`config.mk`:
```
export PLATFORM = sky130hd
export DESIGN_NAME = gbf_ctrl
export DESIGN_NICKNAME = d
export VERILOG_FILES = /design/src/rtl/gbf_pkg.sv /design/src/rtl/gbf_ctrl.sv
export SDC_FILE = /design/constraint.sdc
export NUM_CORES = 1
export LEC_CHECK = 0
export ABC_CLOCK_PERIOD_IN_PS = 1670
export BUFFER_PORTS_ARGS = -buffer_cell sky130_fd_sc_hd__buf_2
export CAP_MARGIN = 20
export CORE_AREA = 2 2 39 41
export DETAILED_ROUTE_END_ITERATION = 8
export DIE_AREA = 0 0 41 43
export GPL_ROUTABILITY_DRIVEN = 0
export HOLD_SLACK_MARGIN = 0.03
export SLEW_MARGIN = 40
export SYNTH_ARGS = -nofsm -noshare
export SYNTH_HDL_FRONTEND = slang
export SYNTH_SLANG_ARGS = --single-unit
export TNS_END_PERCENT = 5
```
`constraint.sdc`:
```
create_clock -name clock -period 1.67 [get_ports clock]
set_input_delay 0.2505 -clock clock [delete_from_list [all_inputs] [get_ports clock]]
set_output_delay 0.2505 -clock clock [all_outputs]
set_load 0.005 [all_outputs]
```
`src/rtl/gbf_pkg.sv`:
```
// ----------------------------------------------------------------------------
// gbf_pkg
// shared sizes, action codes and controller interface types for the garbled
// bloom filter engine
// ----------------------------------------------------------------------------
package gbf_pkg;

   localparam int unsigned SLOTS      = 1024;
   localparam int unsigned SHARE_BITS = 64;
   localparam int unsigned SLOT_BITS  = $clog2(SLOTS);
   localparam int unsigned ENTRY_BITS = SHARE_BITS + 1;

   // port field widths
   localparam int unsigned ACTION_W = 2;
   localparam int unsigned INDEX_W  = 10;
   localparam int unsigned WORD_W   = 64;

   typedef logic [ACTION_W-1:0] action_type;

   localparam action_type ACT_ADD   = 2'd0;
   localparam action_type ACT_QUERY = 2'd1;
   localparam action_type ACT_FILL  = 2'd2;

   typedef struct packed {
      logic capture;
      logic step;
      logic finish;
      logic clear_step;
      logic emit;
   } gbf_cmd_type;

   typedef struct packed {
      logic is_add;
      logic is_query;
      logic is_fill;
      logic last;
      logic rsp_block;
      logic clear_done;
   } gbf_sts_type;

endpackage

```
`src/rtl/gbf_ctrl.sv`:
```
// ----------------------------------------------------------------------------
// gbf_ctrl
// sequencing state machine: store clearing, request capture, slot update and
// end-of-element write
// ----------------------------------------------------------------------------
module gbf_ctrl (
   input  logic                 clock,
   input  logic                 reset,
   input  logic                 req_valid,
   output logic                 req_stall,
   input  gbf_pkg::gbf_sts_type sts,
   output gbf_pkg::gbf_cmd_type cmd
);
   import gbf_pkg::*;

   typedef enum logic [3:0] {
      ST_CLEAR  = 4'b0001,
      ST_IDLE   = 4'b0010,
      ST_EXEC   = 4'b0100,
      ST_FINISH = 4'b1000
   } state_type;

   state_type state_ff, state_in;
   logic      needs_rsp;

   assign needs_rsp = sts.is_fill || (sts.is_query && sts.last);

   always_comb begin
      state_in = state_ff;
      cmd      = '0;
      case (state_ff)
         ST_CLEAR: begin
            cmd.clear_step = 1'b1;
            if (sts.clear_done) begin
               state_in = ST_IDLE;
            end
         end
         ST_IDLE: begin
            if (req_valid) begin
               cmd.capture = 1'b1;
               state_in    = ST_EXEC;
            end
         end
         ST_EXEC: begin
            if (!(needs_rsp && sts.rsp_block)) begin
               cmd.step = 1'b1;
               cmd.emit = needs_rsp;
               state_in = (sts.is_add && sts.last) ? ST_FINISH : ST_IDLE;
            end
         end
         ST_FINISH: begin
            if (!sts.rsp_block) begin
               cmd.finish = 1'b1;
               cmd.emit   = 1'b1;
               state_in   = ST_IDLE;
            end
         end
         default: begin
            state_in = ST_CLEAR;
         end
      endcase
   end

   always_ff @(posedge clock) begin
      if (reset) begin
         state_ff <= ST_CLEAR;
      end else begin
         state_ff <= state_in;
      end
   end

   assign req_stall = (state_ff != ST_IDLE);

   a_cmd_exclusive: assert property (@(posedge clock) disable iff (reset)
      $onehot0({cmd.capture, cmd.step, cmd.finish, cmd.clear_step}))
      else $error("more than one datapath command at once");

   a_emit_free: assert property (@(posedge clock) disable iff (reset)
      cmd.emit |-> !sts.rsp_block)
      else $error("response emitted over a stalled response");

   a_capture_exec: assert property (@(posedge clock) disable iff (reset)
      cmd.capture |=> (state_ff == ST_EXEC))
      else $error("captured request not executed next");

   a_finish_idle: assert property (@(posedge clock) disable iff (reset)
      cmd.finish |=> (state_ff == ST_IDLE))
      else $error("finish did not return to idle");

endmodule

```
# After elaboration in Yosys (flattened, before gate mapping)
# Cells that the tools add are included.
word_totals:
  wordCells: 30
  input_bits: 9
  ff_bits: 4
  output_inout_bits: 6
classes:
  n_mux: 15
  n_eq_ne: 9
  reduce_logical: 5
op_table:
  columns: ["op", "count"]
  rows:
  - ["2-to-1 mux 4 bit", 5]
  - ["one-hot mux 4 bit (4 select lines)", 1]
  - ["2-to-1 mux 1 bit", 8]
  - ["inequality test 2 bit (second input constant)", 4]
  - ["== test 4 x 1 -> 1 bit (second input constant)", 1]
  - ["== test 4 x 2 -> 1 bit (second input constant)", 1]
  - ["== test 4 x 3 -> 1 bit (second input constant)", 1]
  - ["== test 4 bit (second input constant)", 1]
  - ["inequality test 4 x 2 -> 1 bit (second input constant)", 1]
  - ["AND reduction 4 bit", 1]
  - ["logical AND 1 bit", 3]
  - ["one-hot mux 1 bit (2 select lines)", 1]
  - ["logical OR 1 bit", 1]

# Longest topological paths before layout
# Gate-level depths: netlist of run 1.
depth:
  depth_word: 5
  depth_mapped: 6
  ltp_nobuf: 5

# Worst setup path before layout of run 1
# No wires, ideal clock.
synth_timing:
  path_type: "reg-to-output"
  start: "register state_ff[2]"
  end: "output port cmd[0] in the netlist's numbering"
  path_slack_ps: 196
  required_time_ps: 1419
  t_arrival_ps: 1224
  stages_incl_launch_ff: 5
  n_path_buf: 1
  path_cell_list: "dfxtp_1 -> buf_4 -> or3b_4 -> o22ai_1 -> nor3b_1"
synth_rtl:
  columns: ["element", "line", "text"]
  rows:
  - ["start, declared", "gbf_ctrl.sv:23", "state_type state_ff, state_in;"]
  - ["start signal, assigned", "gbf_ctrl.sv:68", "state_ff <= state_in;"]
  - ["end, declared", "gbf_ctrl.sv:12", "output gbf_pkg::gbf_cmd_type cmd"]

==> results of run 1 <==
power breakdown:
group | total (mW) | internal [mW] | leakage (nW) | switching, mW
registers | 0.122 | 0.113 | 0.0337 | 0.00930
clock network | 0.116 | 0.0801 | 0.0138 | 0.0358
logic | 0.178 | 0.0876 | 0.189 | 0.0906
total | 0.416 | 0.280 | 0.237 | 0.136
through the flow:
| step | setup slack, ps | power, mW | hold slack (ps) | util, % | cells |
|---|---|---|---|---|---|
| 2_1_floorplan | 196 | 0.224 | 315 | - | 41 |
| 3_3_place_gp | 178 | 0.279 | 450 | 32.1 | 73 |
| 3_5_place_dp | 168 | 0.280 | 451 | 32.1 | 73 |
| 4_1_cts | 24.2 | 0.414 | 193 | 36.3 | 79 |
| 5_1_grt | 10.2 | 0.450 | 201 | 37.4 | 79 |
| 6_report | 51.6 | 0.416 | 202 | 37.4 | 79 |
path summary, 6_finish.rpt:
check,end,start
worst min-delay path,state_ff[3]$_SDFFE_PP0P_,reset
worst max-delay path,cmd[0],state_ff[0]$_SDFFE_PP1P_
worst min register to register,state_ff[3]$_SDFFE_PP0P_,state_ff[3]$_SDFFE_PP0P_
worst max register to register,state_ff[3]$_SDFFE_PP0P_,state_ff[2]$_SDFFE_PP0P_
worst register-to-register path, cell delays in order, from the launching register on:
cell	delay (ps)
sky130_fd_sc_hd__dfxtp_2	310
sky130_fd_sc_hd__buf_4	160
sky130_fd_sc_hd__nor4b_2	370
sky130_fd_sc_hd__inv_1	100
sky130_fd_sc_hd__nor2_1	140
sky130_fd_sc_hd__a21oi_1	90
sky130_fd_sc_hd__a211oi_2	180
timing repair:
action                                  in CTS  in global routing
endpoints found under the setup margin       1                  2
hold endpoints to repair                     0                  0
pin swaps                                    2                  3
setup buffers                                3                  0
gates resized for setup                      3                  4
area by class of cell:
class | count | area [µm²]
fillers | 144 | 866
multi-input cells | 32 | 259
repair buffers | 21 | 123
flip-flops and latches | 4 | 82.6
clock buffers | 3 | 22.5
well taps | 16 | 20.0
inverters | 3 | 11.3
cells by family (layout without fill, tap and decap cells):
logic type,count (synthesis),after routing
buffers and inverters,5,27
AO/OA/AOI/OAI,16,16
AND/OR/NAND/NOR,16,16
flip-flops,4,4
per-layer routing:
layer | wire [µm] | track usage [%] | share of wire (%)
met4 | 0 | 4.00 | 0
met2 | 452 | 19.4 | 52
met5 | 0 | 0 | 0
met1 | 371 | 10.9 | 43
met3 | 45 | 3.14 | 5.2
placed cells by master, fill, tap and decap left out, types with 2 or more instances in the layout:
cell	count
sky130_fd_sc_hd__inv_1	3
sky130_fd_sc_hd__nor2_1	3
sky130_fd_sc_hd__clkbuf_4	3
sky130_fd_sc_hd__a21o_1	3
sky130_fd_sc_hd__nor3b_1	2
sky130_fd_sc_hd__nor3_1	2
sky130_fd_sc_hd__dfxtp_2	2
sky130_fd_sc_hd__a21oi_1	6
sky130_fd_sc_hd__dfxtp_1	2
sky130_fd_sc_hd__buf_4	7
sky130_fd_sc_hd__buf_2	14
==> flow_summary_export.csv, run 1 <==
group,metric,value,unit
critical_path,crit_arrival,1370,ps
die,initial_utilization,24.3,%
final_layout,largest_register_ffs,4,
clock_network,clk-insertion-delay-late,230,ps
route,drc_violations,0,
synthesis,synthesis.instances,41,
final_layout,drive_gt1_share,54.0,%
synthesis,synth_compound_gate_area_share,35.7,%
synthesis,synth-simple-area-share,33.5,%
timing,finalCriticalPeriod,1620,ps
final_layout,antenna_cells,0,
synthesis,synth_most_common_cell,"sky130_fd_sc_hd__a21oi_1",
timing,fmax,618,MHz
synthesis,synth_top_family_by_area,"compound AO/OA/AOI/OAI gates",
synthesis,synthArstFlopShare,0,%
placed_design,placement.cell_area,444,µm²
final_layout,top_regs,"state_ff (4)",
critical_path,required,1420,ps
final_layout,top_register,"state_ff",
power,power.ir.vdd_worst,0.288,mV
route,detail-route-antenna-nets,0,
critical_path,worst-path-buf-inv,1,
critical_path,reg2reg_setup_slack,260,ps
run,cap_viol_max_count,0,
die,std_cell_rows,14,
clock_network,clk_path_buf_depth,2,
grt,grt_pass1_vias,355,
die,core,1380,µm²
synthesis,synth.top_cells.by_area,"sky130_fd_sc_hd__dfxtp_1, sky130_fd_sc_hd__a21oi_1, sky130_fd_sc_hd__a21o_1, sky130_fd_sc_hd__nor3b_1, sky130_fd_sc_hd__a211oi_4",
clock_network,numCtsBuffers,3,
hold_path,timing.hold.worst_path_depth,2,
timing,timing.slew.headroom,77.2,%
grt,grt_pass1_wl,1320,µm
final_layout,final_design_area_no_fill,518,µm²
power,power_per_cell_area,803,nW/µm²
die,io_pins,15,
hold_path,holdCritPathClass,"input port to register",
synthesis,yosys-top-cells-count,"sky130_fd_sc_hd__a21oi_1, sky130_fd_sc_hd__dfxtp_1",
grt,grtUsageTotal,10.8,%
synthesis,post_synth_num_cell_types,22,
synthesis,synth_edf_count,0,
critical_path,timing.critical_path.slowest_stage_cell,"sky130_fd_sc_hd__or3b_4",
power,static-leakage-power,0.237,nW
grt,grt_start_max_net_pins,9,
timing,max_slew.worst_pin.slew,340,ps
timing,total_setup_violations_reported_at_the_end_of_the_flow,0,
outcome,outcome,"complete, no violations",
grt,global_route.overflow_total,0,
synthesis,postSynthRegisterBits,4,
timing,setup_total_negative_slack,0,ps
timing,period_share,96.9,%
synthesis,synth_seq_area_share,23.8,%
timing,clock_skew,4.86,ps
clock_network,clkSinkCount,4,
synthesis,yosys.area_share.adder,0,%
route,first_pass_iters,1,
critical_path,path_max_fanout,3,
final_layout,final_nets,74,
synthesis,cell_type_contributing_the_most_total_cell_area_after_synthesis,"sky130_fd_sc_hd__dfxtp_1",
placed_design,dp_hpwl,680,µm
grt,antenna_found_initial,0,
critical_path,reg2regPathDepth,6,
synthesis,postSynthNetCount,50,
clock_network,cts_tree,"yes",
clock_network,cts_hold_buffers,0,
timing,rsz0062_at_grt,"no",
clock_network,clock_pin_transition_on_the_worst_setup_and_hold_timing_paths,40,ps
critical_path,crit_chain,"or3b_4, o22ai_4, nor3b_2, buf_2",
timing,number_of_max_slew_violations_in_the_final_report,0,
critical_path,timing.critical_path.slowest_cell_delay,440,ps
die,die_width,41,µm
critical_path,cp_endpoint_kind,"output pin",
synthesis,synthDominantCellAreaShare,23.8,%
route,drt-vias-per-instance,4.78,
route,detail_route.iter0.violations,0,
route,vias,378,
route,route.final.wire_length,869,µm
synthesis,netlist_area,337,µm²
timing,hold_violations,0,
synthesis,yosys_warnings,0,
placed_design,port_buffers,14,
critical_path,critical_path_class,"register to output pin",
critical_path,worst_setup_path_start_kind,"register",
route,detail_route.wl_per_cell,11.0,µm
critical_path,timing.critical_path.depth,4,
critical_path,cp_top_family,"simple AND/OR/NAND/NOR gates",
synthesis,synth_xor_area_share,0,%
die,die_area,1760,µm²
synthesis,synth.area.mux_share,0,%
clock_network,htree_levels,1,
final_layout,synthToLayoutAreaGrowth,53.9,%
synthesis,synth_ff_type,"sky130_fd_sc_hd__dfxtp_1",
clock_network,cts_root_buffer,"sky130_fd_sc_hd__clkbuf_4",
synthesis,synth.avg_cell_area,8.21,µm²
die,die-height,43,µm
Power figures use the tool's default switching activity.
==> inputs of run 2 (changes only) <==
PLACE_DENSITY = 0.52   (was unset)
==> flow_summary_export.csv, run 2 (same netlist as run 1, synthesis figures left out) <==
group,metric,value,unit
route,detail-route-antenna-nets,0,
grt,grt_pass1_wl,1360,µm
clock_network,cts_hold_buffers,0,
timing,hold_violations,0,
critical_path,timing.critical_path.slowest_stage_cell,"sky130_fd_sc_hd__or3b_4",
die,core,1380,µm²
clock_network,clk-insertion-delay-late,230,ps
run,cap_viol_max_count,0,
final_layout,synthToLayoutAreaGrowth,52.8,%
final_layout,largest_register_ffs,4,
critical_path,crit_chain,"or3b_4, o22ai_2, nor3b_2, buf_2",
final_layout,top_register,"state_ff",
final_layout,nFillCells,150,
route,detail_route.wl_per_cell,11.0,µm
grt,grt_start_max_net_pins,8,
power,power_per_cell_area,804,nW/µm²
clock_network,clk_path_buf_depth,2,
critical_path,crit_arrival,1380,ps
timing,finalCriticalPeriod,1630,ps
timing,number_of_max_slew_violations_in_the_final_report,0,
outcome,outcome,"complete, no violations",
route,drc_violations,0,
critical_path,critical_path_class,"register to output pin",
die,die-height,43,µm
die,std_cell_rows,14,
final_layout,final_nets,74,
timing,period_share,97.7,%
grt,antenna_found_initial,0,
placed_design,dp_hpwl,692,µm
die,die_width,41,µm
critical_path,path_max_fanout,4,
final_layout,antenna_cells,0,
final_layout,mostFrequentLayoutCells,"sky130_fd_sc_hd__buf_2, sky130_fd_sc_hd__buf_4, sky130_fd_sc_hd__a21oi_1",
clock_network,numCtsBuffers,3,
power,power.ir.vdd_worst,0.303,mV
timing,max_slew.worst_pin.slew,341,ps
clock_network,clock_pin_transition_on_the_worst_setup_and_hold_timing_paths,40,ps
final_layout,final_common_cell,"sky130_fd_sc_hd__buf_2",
power,clock_power_share,27.8,%
timing,setup_total_negative_slack,0,ps
route,vias,382,
timing,timing.slew.headroom,77.1,%
die,die_area,1760,µm²
timing,rsz0062_at_grt,"yes",
grt,grtUsageTotal,11.2,%
timing,clock_skew,3.63,ps
timing,fmax,613,MHz
critical_path,worst_setup_path_start_kind,"register",
critical_path,cp_endpoint_kind,"output pin",
final_layout,drive_gt1_share,52.4,%
power,power.switching_fraction,32.4,%
grt,grt_pass1_vias,364,
grt,global_route.overflow_total,0,
final_layout,finalCoreUtilization,37.2,%
die,io_pins,15,
critical_path,timing.critical_path.slowest_cell_delay,420,ps
clock_network,cts_tree,"yes",
route,detail_route.iter0.violations,0,
power,total_power,413,µW
power,seq_power_share,30.2,%
final_layout,top_regs,"state_ff (4)",
clock_network,cts_root_buffer,"sky130_fd_sc_hd__clkbuf_4",
route,drt-vias-per-instance,4.84,
clock_network,htree_levels,1,
timing,total_setup_violations_reported_at_the_end_of_the_flow,0,
route,route.final.wire_length,867,µm
critical_path,required,1420,ps
timing,hold_ws,210,ps
power,p_switching,134,µW
power,static-leakage-power,0.232,nW
die,initial_utilization,24.3,%
route,first_pass_iters,1,
power,intPower,280,µW
power,combinationalPowerShare,42.0,%
placed_design,port_buffers,14,
clock_network,clkSinkCount,4,
hold_path,holdCritPathClass,"input port to register",
[run 2: cell count changes in the layout (fill, tap and decap cells not counted)]
cell,previous run,this run
sky130_fd_sc_hd__nand2b_1,1,2
sky130_fd_sc_hd__nor4b_4,0,1
sky130_fd_sc_hd__dfxtp_2,2,1
sky130_fd_sc_hd__o22ai_4,1,0
sky130_fd_sc_hd__nand2b_4,1,0
sky130_fd_sc_hd__o22ai_2,0,1
sky130_fd_sc_hd__nor4b_2,1,0
sky130_fd_sc_hd__dfxtp_4,0,1
[run 2: final timing paths]
kind / start / endpoint / slack (ps) / cells past startpoint
max reg2reg: state_ff[0]$_SDFFE_PP1P_ / state_ff[2]$_SDFFE_PP0P_ / 150 / 7
min reg2reg: state_ff[0]$_SDFFE_PP1P_ / state_ff[0]$_SDFFE_PP1P_ / 690 / 3
max: state_ff[2]$_SDFFE_PP0P_ / cmd[0] / 40 / 4
min: reset / state_ff[3]$_SDFFE_PP0P_ / 210 / 2
[run 2: repair_timing]
action	CTS	global route
hold endpoints to repair	0	0
gates resized for setup	4	2
setup endpoints to repair	1	3
pin swaps	2	2
gates cloned	0	0
buffers inserted	2	1
[run 2: power by group through the flow]
stage                     clock [mW]  combinational (mW)  sequential, mW
after floorplan                    0               0.100           0.123
after global placement             0               0.154           0.128
after detailed placement           0               0.152           0.127
after CTS                      0.123               0.166           0.123
after global routing           0.131               0.192           0.127
final                          0.115               0.174           0.125
[run 2: worst max-delay path: cells and delay by family, from the launching register on]
kind	cells	cell delay, ps
buf+inv	1	130
compound gates	1	110
flops	1	320
simple gates	2	590
[run 2: cell type report]
type	instances	area [µm²]	area share, %
Clock buffer	3	22.5	4.38
Inverter	3	11.3	2.19
Multi-Input combinational cell	32	253	49.1
Sequential cell	4	85.1	16.5
Tap cell	16	20.0	3.89
Timing Repair Buffer	21	123	23.8
[run 2: layer usage]
layer	GRT usage [%]	vias up	wire, µm
met5	0	-	0
met3	3.14	0	30
met2	18.4	6	485
met1	12.2	178	350
met4	6.00	0	0
li1	-	198	-
[run 2: stage by stage]
stage,cells,cell area [µm²],setup WS (ps)
after floorplan,41,337,196
after global placement,73,444,179
after detailed placement,73,444,149
after CTS,78,497,-2.77
after global routing,79,514,-3.07
final,79,514,38.5
